$ cat src/rtl/animation_blend_phase_controller_core_defines.svh
// assertion helpers for the rtl core
`ifndef ANIMATION_BLEND_PHASE_CONTROLLER_CORE_DEFINES_SVH
`define ANIMATION_BLEND_PHASE_CONTROLLER_CORE_DEFINES_SVH

// same-cycle implication, off during reset
`define ABPC_ASSERT_IMP(label, clk, rst_n, ante, cons) \
	label: assert property (@(posedge clk) disable iff (!rst_n) (ante) |-> (cons)) \
		else $error("abpc same-cycle check failed");

// next-cycle implication, off during reset
`define ABPC_ASSERT_NEXT(label, clk, rst_n, ante, cons) \
	label: assert property (@(posedge clk) disable iff (!rst_n) (ante) |=> (cons)) \
		else $error("abpc next-cycle check failed");

`endif

$ cat src/rtl/abpc_pkg.sv
package abpc_pkg;

	localparam int unsigned FRAME_W   = 32;
	localparam int unsigned SPEED_W   = 16;
	localparam int unsigned WEIGHT_W  = 17;
	localparam int unsigned ANIM_W    = 16;
	localparam int unsigned CFG_IDX_W = 3;
	localparam int unsigned CFG_DATA_W = 32;

	localparam logic [WEIGHT_W-1:0] WEIGHT_ONE  = 17'h10000;
	localparam logic [SPEED_W-1:0]  SPEED_RESET = 16'h0100;

	// one quotient bit per step, quotient never exceeds 1.0 in Q1.16
	localparam int unsigned DIV_STEPS = WEIGHT_W;
	localparam int unsigned DIV_CNT_W = $clog2(DIV_STEPS);

	typedef enum logic [1:0] {
		PH_FADEIN   = 2'd0,
		PH_NORMAL   = 2'd1,
		PH_FADEOUT  = 2'd2,
		PH_FINISHED = 2'd3
	} phase_t;

	typedef enum logic [1:0] {
		MODE_LOOP = 2'd0,
		MODE_ONCE = 2'd1,
		MODE_BACK = 2'd2,
		MODE_HOLD = 2'd3
	} play_mode_t;

	typedef enum logic [CFG_IDX_W-1:0] {
		CFG_STOP  = 3'd0,
		CFG_SPEED = 3'd1,
		CFG_BLEND = 3'd2,
		CFG_END   = 3'd3,
		CFG_MODE  = 3'd4
	} cfg_idx_t;

	typedef enum logic [3:0] {
		OP_NONE     = 4'd0,
		OP_LOAD     = 4'd1,
		OP_MUL      = 4'd2,
		OP_ADV      = 4'd3,
		OP_FADEIN   = 4'd4,
		OP_NORMAL   = 4'd5,
		OP_FADEOUT  = 4'd6,
		OP_DIV_STEP = 4'd7,
		OP_DIV_TAKE = 4'd8,
		OP_OUT      = 4'd9
	} dp_op_t;

	typedef struct packed {
		phase_t phase;
		logic   blen_lt_pos;
		logic   blen_zero;
		logic   stopped;
	} abpc_sts_t;

endpackage

$ cat src/rtl/abpc_in_if.sv
interface abpc_in_if;
	logic                                   valid;
	logic                                   ready;
	logic [abpc_pkg::FRAME_W-1:0]           frame_delta;
	logic [abpc_pkg::WEIGHT_W-1:0]          master_weight;
	logic [abpc_pkg::ANIM_W-1:0]            master_animation;

	modport source (output valid, frame_delta, master_weight, master_animation, input ready);
	modport sink (input valid, frame_delta, master_weight, master_animation, output ready);
endinterface

$ cat src/rtl/abpc_out_if.sv
interface abpc_out_if;
	logic                                   valid;
	logic                                   ready;
	logic [abpc_pkg::WEIGHT_W-1:0]          blend_weight;
	logic [1:0]                             phase_now;
	logic [abpc_pkg::FRAME_W-1:0]           frame_position;
	logic                                   end_pulse;
	logic [abpc_pkg::ANIM_W-1:0]            animation_id;

	modport source (output valid, blend_weight, phase_now, frame_position, end_pulse,
		animation_id, input ready);
	modport sink (input valid, blend_weight, phase_now, frame_position, end_pulse,
		animation_id, output ready);
endinterface

$ cat src/rtl/abpc_cfg_if.sv
interface abpc_cfg_if;
	logic                                   valid;
	logic                                   ready;
	logic [abpc_pkg::CFG_IDX_W-1:0]         index;
	logic [abpc_pkg::CFG_DATA_W-1:0]        data;

	modport source (output valid, index, data, input ready);
	modport sink (input valid, index, data, output ready);
endinterface

$ cat src/rtl/animation_blend_phase_controller_core.sv
// Animation blend phase controller. Each input request is one time tick and yields exactly
// one result request. The tick advances the Q16.16 frame position by delta times the Q8.8
// speed, then walks fade-in, normal and fade-out in order, all in one tick, but it ends
// after fade-in while fade-in holds. A fade-in or fade-out weight comes from a restoring
// divider that produces one quotient bit per cycle; with a zero blend length no weight is
// divided. A stopped or finished tick goes straight to its result. A result held back by
// the sink stalls the block until the output register is free. One tick is worked at a
// time; a new tick is accepted as soon as the previous one has moved its result into the
// output register, even if that result has not yet been taken.
// Configuration writes are always accepted and must be made only while the block is idle.
`include "animation_blend_phase_controller_core_defines.svh"

module animation_blend_phase_controller_core (
	input  logic        clk,
	input  logic        arst_n,
	abpc_in_if.sink     in_ch,
	abpc_out_if.source  out_ch,
	abpc_cfg_if.sink    cfg_ch
);

	// status from datapath to controller
	abpc_pkg::abpc_sts_t  sts;
	// one datapath operation per cycle
	abpc_pkg::dp_op_t     op;
	logic                 cfg_wr;

	// register writes never stall
	assign cfg_ch.ready = 1'b1;
	assign cfg_wr       = cfg_ch.valid && cfg_ch.ready;

	// sequencer: walks multiply, advance, the three phases and the divide
	abpc_ctrl u_ctrl (
		.clk       (clk),
		.arst_n    (arst_n),
		.in_valid  (in_ch.valid),
		.in_ready  (in_ch.ready),
		.out_valid (out_ch.valid),
		.out_ready (out_ch.ready),
		.sts       (sts),
		.op        (op)
	);

	// config registers, playback state, multiplier, divider and result register
	abpc_dp u_dp (
		.clk              (clk),
		.arst_n           (arst_n),
		.op               (op),
		.sts              (sts),
		.frame_delta      (in_ch.frame_delta),
		.master_weight    (in_ch.master_weight),
		.master_animation (in_ch.master_animation),
		.cfg_wr           (cfg_wr),
		.cfg_index        (cfg_ch.index),
		.cfg_data         (cfg_ch.data),
		.blend_weight     (out_ch.blend_weight),
		.phase_now        (out_ch.phase_now),
		.frame_position   (out_ch.frame_position),
		.end_pulse        (out_ch.end_pulse),
		.animation_id     (out_ch.animation_id)
	);

	// end pulse only comes with the finished phase
	`ABPC_ASSERT_IMP(a_pulse_finished, clk, arst_n, out_ch.valid && out_ch.end_pulse, out_ch.phase_now == abpc_pkg::PH_FINISHED)
	// only reset leaves the finished phase
	`ABPC_ASSERT_NEXT(a_finished_sticks, clk, arst_n, sts.phase == abpc_pkg::PH_FINISHED, sts.phase == abpc_pkg::PH_FINISHED)
	// reported weight never exceeds one
	`ABPC_ASSERT_IMP(a_weight_range, clk, arst_n, out_ch.valid, out_ch.blend_weight <= abpc_pkg::WEIGHT_ONE)

endmodule

$ cat src/rtl/abpc_dp.sv
module abpc_dp (
	input  logic                                clk,
	input  logic                                arst_n,
	input  abpc_pkg::dp_op_t                    op,
	output abpc_pkg::abpc_sts_t                 sts,
	input  logic [abpc_pkg::FRAME_W-1:0]        frame_delta,
	input  logic [abpc_pkg::WEIGHT_W-1:0]       master_weight,
	input  logic [abpc_pkg::ANIM_W-1:0]         master_animation,
	input  logic                                cfg_wr,
	input  logic [abpc_pkg::CFG_IDX_W-1:0]      cfg_index,
	input  logic [abpc_pkg::CFG_DATA_W-1:0]     cfg_data,
	output logic [abpc_pkg::WEIGHT_W-1:0]       blend_weight,
	output logic [1:0]                          phase_now,
	output logic [abpc_pkg::FRAME_W-1:0]        frame_position,
	output logic                                end_pulse,
	output logic [abpc_pkg::ANIM_W-1:0]         animation_id
);

	localparam int unsigned PROD_W = abpc_pkg::FRAME_W + abpc_pkg::SPEED_W;
	localparam int unsigned STEP_W = PROD_W - 8;
	localparam int unsigned SUM_W  = STEP_W + 1;
	localparam int unsigned REM_W  = abpc_pkg::FRAME_W + 1;

	// configuration
	logic                               stop_q;
	logic [abpc_pkg::SPEED_W-1:0]       speed_q;
	logic [abpc_pkg::FRAME_W-1:0]       blen_q;
	logic [abpc_pkg::FRAME_W-1:0]       end_q;
	abpc_pkg::play_mode_t               mode_q;

	// block state
	abpc_pkg::phase_t                   phase_q;
	logic [abpc_pkg::FRAME_W-1:0]       pos_q;
	logic [abpc_pkg::WEIGHT_W-1:0]      weight_q;
	logic [abpc_pkg::ANIM_W-1:0]        anim_q;
	logic                               pulse_q;

	// request operands and work registers
	logic [abpc_pkg::FRAME_W-1:0]       delta_q;
	logic [abpc_pkg::WEIGHT_W-1:0]      mweight_q;
	logic [abpc_pkg::ANIM_W-1:0]        manim_q;
	logic [PROD_W-1:0]                  prod_q;
	logic [REM_W-1:0]                   rem_q;
	logic [abpc_pkg::WEIGHT_W-1:0]      quo_q;

	logic [SUM_W-1:0]                   sum;
	logic [abpc_pkg::FRAME_W-1:0]       pos_adv;
	logic                               blen_lt_pos;
	logic                               end_le_pos;
	logic [abpc_pkg::FRAME_W-1:0]       fade_diff;
	logic [abpc_pkg::WEIGHT_W-1:0]      mweight_sat;
	logic [abpc_pkg::FRAME_W-1:0]       pos_back;
	logic                               div_ge;
	logic [REM_W-1:0]                   rem_sub;

	assign sum = {{(SUM_W - abpc_pkg::FRAME_W){1'b0}}, pos_q}
		+ {1'b0, prod_q[PROD_W-1:8]};
	assign pos_adv = (sum[SUM_W-1:abpc_pkg::FRAME_W] != '0) ? '1
		: sum[abpc_pkg::FRAME_W-1:0];

	assign blen_lt_pos = blen_q < pos_q;
	assign end_le_pos  = end_q <= pos_q;
	assign fade_diff   = blen_q - pos_q;
	assign mweight_sat = (mweight_q > abpc_pkg::WEIGHT_ONE) ? abpc_pkg::WEIGHT_ONE : mweight_q;
	assign pos_back    = (pos_q > delta_q) ? pos_q - delta_q : '0;

	assign div_ge  = rem_q >= {1'b0, blen_q};
	assign rem_sub = div_ge ? rem_q - {1'b0, blen_q} : rem_q;

	assign sts.phase       = phase_q;
	assign sts.blen_lt_pos = blen_lt_pos;
	assign sts.blen_zero   = (blen_q == '0);
	assign sts.stopped     = stop_q;

	always_ff @(posedge clk or negedge arst_n) begin
		if (!arst_n) begin
			stop_q   <= 1'b0;
			speed_q  <= abpc_pkg::SPEED_RESET;
			blen_q   <= '0;
			end_q    <= '0;
			mode_q   <= abpc_pkg::MODE_LOOP;
			phase_q  <= abpc_pkg::PH_FADEIN;
			pos_q    <= '0;
			weight_q <= '0;
			anim_q   <= '0;
			pulse_q  <= 1'b0;
		end else begin
			if (cfg_wr) begin
				case (cfg_index)
					abpc_pkg::CFG_STOP:  stop_q  <= cfg_data[0];
					abpc_pkg::CFG_SPEED: speed_q <= cfg_data[abpc_pkg::SPEED_W-1:0];
					abpc_pkg::CFG_BLEND: blen_q  <= cfg_data;
					abpc_pkg::CFG_END:   end_q   <= cfg_data;
					abpc_pkg::CFG_MODE:  mode_q  <= abpc_pkg::play_mode_t'(cfg_data[1:0]);
					default: ;
				endcase
			end
			case (op)
				abpc_pkg::OP_LOAD: pulse_q <= 1'b0;
				abpc_pkg::OP_ADV:  pos_q <= pos_adv;
				abpc_pkg::OP_FADEIN: begin
					if (phase_q == abpc_pkg::PH_FADEIN) begin
						weight_q <= '0;
						if (blen_lt_pos) begin
							phase_q <= abpc_pkg::PH_NORMAL;
							pos_q   <= pos_q - blen_q;
						end
					end
				end
				abpc_pkg::OP_NORMAL: begin
					if (phase_q == abpc_pkg::PH_NORMAL) begin
						weight_q <= mweight_sat;
						if (end_le_pos) begin
							case (mode_q)
								abpc_pkg::MODE_LOOP: pos_q <= '0;
								abpc_pkg::MODE_ONCE: begin
									pos_q   <= '0;
									phase_q <= abpc_pkg::PH_FADEOUT;
								end
								abpc_pkg::MODE_BACK: pos_q <= pos_back;
								default: pos_q <= end_q;
							endcase
						end
					end
				end
				abpc_pkg::OP_FADEOUT: begin
					if (phase_q == abpc_pkg::PH_FADEOUT) begin
						anim_q <= manim_q;
						if (blen_lt_pos) begin
							phase_q <= abpc_pkg::PH_FINISHED;
							pulse_q <= 1'b1;
						end else if (blen_q == '0) begin
							weight_q <= abpc_pkg::WEIGHT_ONE;
						end
					end
				end
				abpc_pkg::OP_DIV_TAKE: weight_q <= quo_q;
				default: ;
			endcase
		end
	end

	always_ff @(posedge clk) begin
		case (op)
			abpc_pkg::OP_LOAD: begin
				delta_q   <= frame_delta;
				mweight_q <= master_weight;
				manim_q   <= master_animation;
			end
			abpc_pkg::OP_MUL: prod_q <= PROD_W'(delta_q) * PROD_W'(speed_q);
			abpc_pkg::OP_FADEIN, abpc_pkg::OP_FADEOUT: begin
				// restoring divide of (blen - pos) << 16 by blen
				rem_q <= {1'b0, fade_diff};
				quo_q <= '0;
			end
			abpc_pkg::OP_DIV_STEP: begin
				rem_q <= {rem_sub[REM_W-2:0], 1'b0};
				quo_q <= {quo_q[abpc_pkg::WEIGHT_W-2:0], div_ge};
			end
			abpc_pkg::OP_OUT: begin
				blend_weight   <= weight_q;
				phase_now      <= phase_q;
				frame_position <= pos_q;
				end_pulse      <= pulse_q;
				animation_id   <= anim_q;
			end
			default: ;
		endcase
	end

endmodule

$ cat src/rtl/abpc_ctrl.sv
module abpc_ctrl (
	input  logic                        clk,
	input  logic                        arst_n,
	input  logic                        in_valid,
	output logic                        in_ready,
	output logic                        out_valid,
	input  logic                        out_ready,
	input  abpc_pkg::abpc_sts_t         sts,
	output abpc_pkg::dp_op_t            op
);

	typedef enum logic [3:0] {
		S_IDLE,
		S_MUL,
		S_ADV,
		S_FADEIN,
		S_NORMAL,
		S_FADEOUT,
		S_DIV,
		S_TAKE,
		S_DONE
	} state_t;

	state_t                             state_q;
	logic [abpc_pkg::DIV_CNT_W-1:0]     cnt_q;
	logic                               out_valid_q;
	logic                               out_free;

	assign out_free  = !out_valid_q || out_ready;
	assign in_ready  = (state_q == S_IDLE);
	assign out_valid = out_valid_q;

	always_comb begin
		case (state_q)
			S_IDLE:    op = in_valid ? abpc_pkg::OP_LOAD : abpc_pkg::OP_NONE;
			S_MUL:     op = abpc_pkg::OP_MUL;
			S_ADV:     op = abpc_pkg::OP_ADV;
			S_FADEIN:  op = abpc_pkg::OP_FADEIN;
			S_NORMAL:  op = abpc_pkg::OP_NORMAL;
			S_FADEOUT: op = abpc_pkg::OP_FADEOUT;
			S_DIV:     op = abpc_pkg::OP_DIV_STEP;
			S_TAKE:    op = abpc_pkg::OP_DIV_TAKE;
			S_DONE:    op = out_free ? abpc_pkg::OP_OUT : abpc_pkg::OP_NONE;
			default:   op = abpc_pkg::OP_NONE;
		endcase
	end

	always_ff @(posedge clk or negedge arst_n) begin
		if (!arst_n) begin
			state_q     <= S_IDLE;
			cnt_q       <= '0;
			out_valid_q <= 1'b0;
		end else begin
			// a new result replaces the one being taken, otherwise a taken result clears
			if (state_q == S_DONE && out_free) begin
				out_valid_q <= 1'b1;
			end else if (out_ready) begin
				out_valid_q <= 1'b0;
			end
			case (state_q)
				S_IDLE: begin
					if (in_valid) begin
						// stopped or finished ticks only report
						if (sts.stopped || sts.phase == abpc_pkg::PH_FINISHED) begin
							state_q <= S_DONE;
						end else begin
							state_q <= S_MUL;
						end
					end
				end
				S_MUL: state_q <= S_ADV;
				S_ADV: state_q <= S_FADEIN;
				S_FADEIN: begin
					cnt_q <= '0;
					if (sts.phase != abpc_pkg::PH_FADEIN || sts.blen_lt_pos) begin
						state_q <= S_NORMAL;
					end else if (!sts.blen_zero) begin
						state_q <= S_DIV;
					end else begin
						state_q <= S_DONE;
					end
				end
				S_NORMAL: state_q <= S_FADEOUT;
				S_FADEOUT: begin
					cnt_q <= '0;
					if (sts.phase == abpc_pkg::PH_FADEOUT && !sts.blen_lt_pos && !sts.blen_zero) begin
						state_q <= S_DIV;
					end else begin
						state_q <= S_DONE;
					end
				end
				S_DIV: begin
					cnt_q <= cnt_q + 1'b1;
					if (cnt_q == abpc_pkg::DIV_CNT_W'(abpc_pkg::DIV_STEPS - 1)) begin
						state_q <= S_TAKE;
					end
				end
				S_TAKE: state_q <= S_DONE;
				S_DONE: begin
					if (out_free) begin
						state_q <= S_IDLE;
					end
				end
				default: state_q <= S_IDLE;
			endcase
		end
	end

endmodule
$ cat src/flat_wrapper.sv
// flat-port wrapper written by rule: the top's interface ports become plain ports
module animation_blend_phase_controller_core_flat 
  (clk, arst_n, in_ch_valid, in_ch_frame_delta, in_ch_master_weight, in_ch_master_animation, in_ch_ready, out_ch_valid, out_ch_blend_weight, out_ch_phase_now, out_ch_frame_position, out_ch_end_pulse, out_ch_animation_id, out_ch_ready, cfg_ch_valid, cfg_ch_index, cfg_ch_data, cfg_ch_ready);
  abpc_in_if in_ch_i ();
  abpc_out_if out_ch_i ();
  abpc_cfg_if cfg_ch_i ();
  input  logic clk;
  input  logic arst_n;
  input wire logic [$bits(in_ch_i.valid)-1:0] in_ch_valid;
  input wire logic [$bits(in_ch_i.frame_delta)-1:0] in_ch_frame_delta;
  input wire logic [$bits(in_ch_i.master_weight)-1:0] in_ch_master_weight;
  input wire logic [$bits(in_ch_i.master_animation)-1:0] in_ch_master_animation;
  output wire logic [$bits(in_ch_i.ready)-1:0] in_ch_ready;
  output wire logic [$bits(out_ch_i.valid)-1:0] out_ch_valid;
  output wire logic [$bits(out_ch_i.blend_weight)-1:0] out_ch_blend_weight;
  output wire logic [$bits(out_ch_i.phase_now)-1:0] out_ch_phase_now;
  output wire logic [$bits(out_ch_i.frame_position)-1:0] out_ch_frame_position;
  output wire logic [$bits(out_ch_i.end_pulse)-1:0] out_ch_end_pulse;
  output wire logic [$bits(out_ch_i.animation_id)-1:0] out_ch_animation_id;
  input wire logic [$bits(out_ch_i.ready)-1:0] out_ch_ready;
  input wire logic [$bits(cfg_ch_i.valid)-1:0] cfg_ch_valid;
  input wire logic [$bits(cfg_ch_i.index)-1:0] cfg_ch_index;
  input wire logic [$bits(cfg_ch_i.data)-1:0] cfg_ch_data;
  output wire logic [$bits(cfg_ch_i.ready)-1:0] cfg_ch_ready;
  assign in_ch_i.valid = in_ch_valid;
  assign in_ch_i.frame_delta = in_ch_frame_delta;
  assign in_ch_i.master_weight = in_ch_master_weight;
  assign in_ch_i.master_animation = in_ch_master_animation;
  assign in_ch_ready = in_ch_i.ready;
  assign out_ch_valid = out_ch_i.valid;
  assign out_ch_blend_weight = out_ch_i.blend_weight;
  assign out_ch_phase_now = out_ch_i.phase_now;
  assign out_ch_frame_position = out_ch_i.frame_position;
  assign out_ch_end_pulse = out_ch_i.end_pulse;
  assign out_ch_animation_id = out_ch_i.animation_id;
  assign out_ch_i.ready = out_ch_ready;
  assign cfg_ch_i.valid = cfg_ch_valid;
  assign cfg_ch_i.index = cfg_ch_index;
  assign cfg_ch_i.data = cfg_ch_data;
  assign cfg_ch_ready = cfg_ch_i.ready;
  animation_blend_phase_controller_core u_core (.clk(clk), .arst_n(arst_n), .in_ch(in_ch_i), .out_ch(out_ch_i), .cfg_ch(cfg_ch_i));
endmodule
$ cat config.mk
export PLATFORM = sky130hd
export DESIGN_NAME = animation_blend_phase_controller_core_flat
export DESIGN_NICKNAME = d
export VERILOG_FILES = /design/src/rtl/abpc_pkg.sv /design/src/rtl/abpc_in_if.sv /design/src/rtl/abpc_out_if.sv /design/src/rtl/abpc_cfg_if.sv /design/src/rtl/animation_blend_phase_controller_core.sv /design/src/rtl/abpc_dp.sv /design/src/rtl/abpc_ctrl.sv /design/src/flat_wrapper.sv
export VERILOG_INCLUDE_DIRS = /design/src /design/src/rtl
export SDC_FILE = /design/constraint.sdc
export NUM_CORES = 2
export LEC_CHECK = 0
export BUFFER_PORTS_ARGS = -buffer_cell sky130_fd_sc_hd__buf_4
export CAP_MARGIN = 20
export CORE_AREA = 5 5 305 307
export DETAILED_ROUTE_END_ITERATION = 12
export DIE_AREA = 0 0 310 312
export HOLD_SLACK_MARGIN = 0.12
export PLACE_DENSITY = 0.7
export SYNTH_ARGS = -nofsm -noshare
export SYNTH_HDL_FRONTEND = slang
export SYNTH_SLANG_ARGS = --single-unit
$ cat constraint.sdc
create_clock -name clk -period 8 [get_ports clk]
set_clock_uncertainty 0.05 [all_clocks]
set_input_delay 1.6 -clock clk [delete_from_list [all_inputs] [get_ports clk]]
set_output_delay 1.6 -clock clk [all_outputs]
set_load 0.01 [all_outputs]
==> results summary <==
The number of vias in the routed layout is between 30000 and 40000. The maximum fanout along the worst path came out at 21. The share of synthesized flip-flops with an asynchronous set or reset is 41.9%. The gate count of the mapped netlist is 4218. The number of setup buffers added after CTS came out at 0.

The run finished with clean final reports. Among all cell types in the netlist, the one instantiated most often is sky130_fd_sc_hd__inv_1. The DRC marker count from the first detailed-route iteration came out at 2688.

The number of endpoints with negative hold slack in the final report is 0. The clock-pin slew on the worst setup and hold paths came out at approximately 0.060 ns. The global placer's final weighted congestion is between 0.9 and 1.

The area used by sequential logic in the layout came out at 10700 um2. The critical path data arrival time is 7.90 ns. After detailed routing, the average wire length per cell comes to 20.9 um. Sequential cells were found to cover 26.7% of the synthesized design area. Measured along the y axis, the die boundary spans 312 um. The floorplan die area came out at 96700 um2. The area of the core region came out at ~90000 um2.

The total negative setup slack is 0 ns. Setup repair after global routing left no endpoint under its margin. The critical path launch point type is a flop.

Counting flops with a built-in enable in the synthesized netlist gives 223. The die is around 310 um wide. Each instance of the synthesized netlist takes up on average 9.52 um2. Yosys attributes the largest share of cell area to sky130_fd_sc_hd__fa_1, sky130_fd_sc_hd__edfxtp_1, sky130_fd_sc_hd__dfrtp_1.

STA classifies the critical path endpoint as a flop. At the end of the flow, the number of nets in the layout was about 5000. Traced cell by cell, the critical path runs through buf_4, nand2_1, fa_1, fa_1, fa_1, inv_1, fa_1, fa_1, inv_1, fa_1, inv_1, ha_1, a21o_1, a2111o_1, a21oi_1, o21bai_1, o311ai_0, buf_4, a31oi_1, or2_2, a211oi_1, nor2_1.

The required arrival time at the worst endpoint came out at 8.29 ns. The count of hold buffers inserted by post-cts repair is 0. The tree is rooted in a sky130_fd_sc_hd__clkbuf_16. The number of cell rows is 110. The final HPWL from detailed placement is 89200 um. For this design, the slowest cell found on the critical path is sky130_fd_sc_hd__dfrtp_1. The total I/O pin count came out at roughly 180.

The number of sinks on the clock net is around 380. The tightest slew margin relative to the limit came out at between 20% and 30%. The count of fill cells added during filler insertion is 8291. By count the netlist is led by sky130_fd_sc_hd__inv_1, sky130_fd_sc_hd__nand2_1, sky130_fd_sc_hd__fa_1. The count of max-cap constraint violations is 0. The maximum number of pins on one net before global-route repair is a little over 90. The number of antenna violations at the first check in global routing came out at 1. The prevailing post-synth register cell is sky130_fd_sc_hd__edfxtp_1. The via count of the first global-routing pass is 32000. The cell type group with the largest total delay on the critical path is adder cells. The number of iterations in the first detailed-routing pass came out at 6. The longest clock path from root to sink contains 3 buffers. The clock period could shrink to around 7.6 ns. The multi-input combinational cell area is between 20000 and 30000 um2. The CTS tree is done.

The via count normalized by instance count came out at approximately 5.7. The synthesized design devotes to its leading area cell type 21.0% of total area. The first-pass GRT wire length came out at 181000 um. The number of nets with antenna violations after detailed routing came out at 0. The count of instances resized after the clock tree is built is 0. The post-synth net total is 5055. The number of warnings reported in the yosys synthesis log came out at 0. On the worst path, the slowest cell contributes a delay of 0.90 ns.

Setup violations remaining at the end of the flow were counted as 0. Of the cells placed in the final design, the portion with a size suffix greater than 1 is 9.77%. The global router's overall resource usage is 23.6%. The final cycle utilization of the critical path came out at between 90 and 100%. sky130_fd_sc_hd__fa_1 takes more of the synthesized area than any other cell. The critical path is of the flop to flop type. The combined area of all synthesized cells came out at ~40000 um2. The total routed wirelength is ~110000 um. The count of buffers from port buffering came out at 174.

For the pin with the worst max-slew slack, the measured transition is 1.11 ns. The layout-stage area growth over the synthesis result came out at 10.1%. The critical path's most frequent cell is sky130_fd_sc_hd__fa_1. The TritonCTS buffer count is 46. The min-delay analysis places its worst path in the category flop to flop. The timing-limited maximum frequency is 131 MHz. The number of levels the H-tree was split into came out at 2. The worst-skew pair later-pin latency came out at 0.62 ns.

The buffer and inverter count on the worst path is 5. In the routed design, unresolved DRC markers number 0. The initial core utilization is 44.8%. The number of pins with negative max-slew slack in the final report is 0.

The number of storage elements in the synthesis netlist is roughly 380. The aggregate global routing overflow came out at 0. The post-synthesis cell type count came out at 96.
## logic make-up (layout without fill, tap and decap cells)
family | Yosys count | after routing | synth area share [%]
muxes | 100 | 100 | 2.76
buffers and inverters | 795 | 898 | 7.60
xor gates and xnor gates | 176 | 176 | 3.84
and+or+nand+nor | 1167 | 1167 | 14.1
other | 1 | 3 | 0.00934
DFF | 384 | 384 | 26.7
AOI/OAI and AO/OA | 863 | 863 | 14.3
adders and majority gates | 732 | 732 | 30.7
## area by class of cell
class	count	share of cell area, %
multi-input combinational	3039	59.8
tap	1176	3.33
clock buffer	61	2.92
inverter	595	5.05
antenna	2	0.0113
clock inverter	25	0.900
timing repair buffer	217	3.69
sequential	384	24.3
## routing by layer
metal	GRT usage, %	wire length [um]	vias up
li1	-	-	14300
met1	32.2	48400	15400
met2	38.3	53200	1271
met3	3.95	9000	233
met4	7.89	4320	4
met5	0	21	-
## through the flow
stage               std cells  utilization, %  area, um2  hold slack [ns]  setup slack [ns]
finish                   5499            49.3      44200            0.391             0.385
global route             5497            49.3      44200            0.402             0.110
CTS                      5497            49.3      44200            0.393             0.330
detailed placement       5411            47.4      42500            0.377             0.344
global placement         5410            47.4      42500            0.371             0.465
floorplan                4218               -      40200            0.369              1.29
## final timing paths
kind,slack (ns),startpoint,endpoint,depth (start not counted)
setup / recovery,0.38,u_core.u_dp.speed_q[1],u_core.u_dp.prod_q[45],22
hold / removal,0.39,u_core.u_dp.weight_q[2],u_core.u_dp.blend_weight[2],0
setup reg to reg,0.38,u_core.u_dp.speed_q[1],u_core.u_dp.prod_q[45],22
hold reg to reg,0.39,u_core.u_dp.weight_q[2],u_core.u_dp.blend_weight[2],0
max in group asynchronous,5.28,arst_n,u_core.u_dp.blen_q[31],2
min in group asynchronous,1.06,arst_n,u_core.u_dp.weight_q[9],1
## cells in the final DEF (no fill, tap or decap), types with 11 or more instances in the layout
cell type and count:
sky130_fd_sc_hd__a41oi_1 12, sky130_fd_sc_hd__edfxtp_1 223, sky130_fd_sc_hd__o21ai_0 204, sky130_fd_sc_hd__nand2b_1 20, sky130_fd_sc_hd__buf_4 216, sky130_fd_sc_hd__inv_1 593, sky130_fd_sc_hd__and2_1 235, sky130_fd_sc_hd__or3_1 19
sky130_fd_sc_hd__nor3_1 34, sky130_fd_sc_hd__clkbuf_16 48, sky130_fd_sc_hd__nor4_1 18, sky130_fd_sc_hd__dfrtp_1 159, sky130_fd_sc_hd__o21a_1 29, sky130_fd_sc_hd__a211oi_1 28, sky130_fd_sc_hd__and4_1 11, sky130_fd_sc_hd__nand4_1 47
sky130_fd_sc_hd__nor2b_1 30, sky130_fd_sc_hd__o21bai_1 24, sky130_fd_sc_hd__a22o_1 24, sky130_fd_sc_hd__a221oi_1 22, sky130_fd_sc_hd__nand3_1 39, sky130_fd_sc_hd__nand2_1 488, sky130_fd_sc_hd__xnor2_1 99, sky130_fd_sc_hd__and3_1 22
sky130_fd_sc_hd__o22ai_1 14, sky130_fd_sc_hd__mux2i_1 14, sky130_fd_sc_hd__a21oi_1 184, sky130_fd_sc_hd__nor2_1 162, sky130_fd_sc_hd__fa_1 422, sky130_fd_sc_hd__o211ai_1 24, sky130_fd_sc_hd__a31oi_1 40, sky130_fd_sc_hd__a22oi_1 31
sky130_fd_sc_hd__ha_1 310, sky130_fd_sc_hd__xor2_1 77, sky130_fd_sc_hd__a21o_1 119, sky130_fd_sc_hd__mux2_2 86, sky130_fd_sc_hd__o31ai_1 11
## sequential cells by signal (all words and copies together), names as in the netlist
signal                      cells
u_core.u_dp.rem_q              33
u_core.u_dp.speed_q            16
u_core.u_dp.stop_q              1
u_core.u_dp.blend_weight       17
u_core.u_dp.weight_q           17
u_core.u_dp.end_q              32
u_core.u_dp.mode_q              2
u_core.u_dp.mweight_q          17
u_core.u_dp.phase_now           2
u_core.u_dp.blen_q             32
u_core.u_ctrl.out_valid         1
u_core.u_dp.pulse_q             1
u_core.u_dp.pos_q              32
u_core.u_ctrl.cnt_q             5
u_core.u_dp.animation_id       16
u_core.u_dp.delta_q            32
u_core.u_ctrl.state_q           4
u_core.u_dp.end_pulse           1
u_core.u_dp.manim_q            16
u_core.u_dp.quo_q              17
u_core.u_dp.anim_q             16
u_core.u_dp.frame_position     32
u_core.u_dp.prod_q             40
u_core.u_dp.phase_q             2
Power is not shown: default switching activity piles up to over one toggle a cycle in this logic, so the estimate is an artifact.
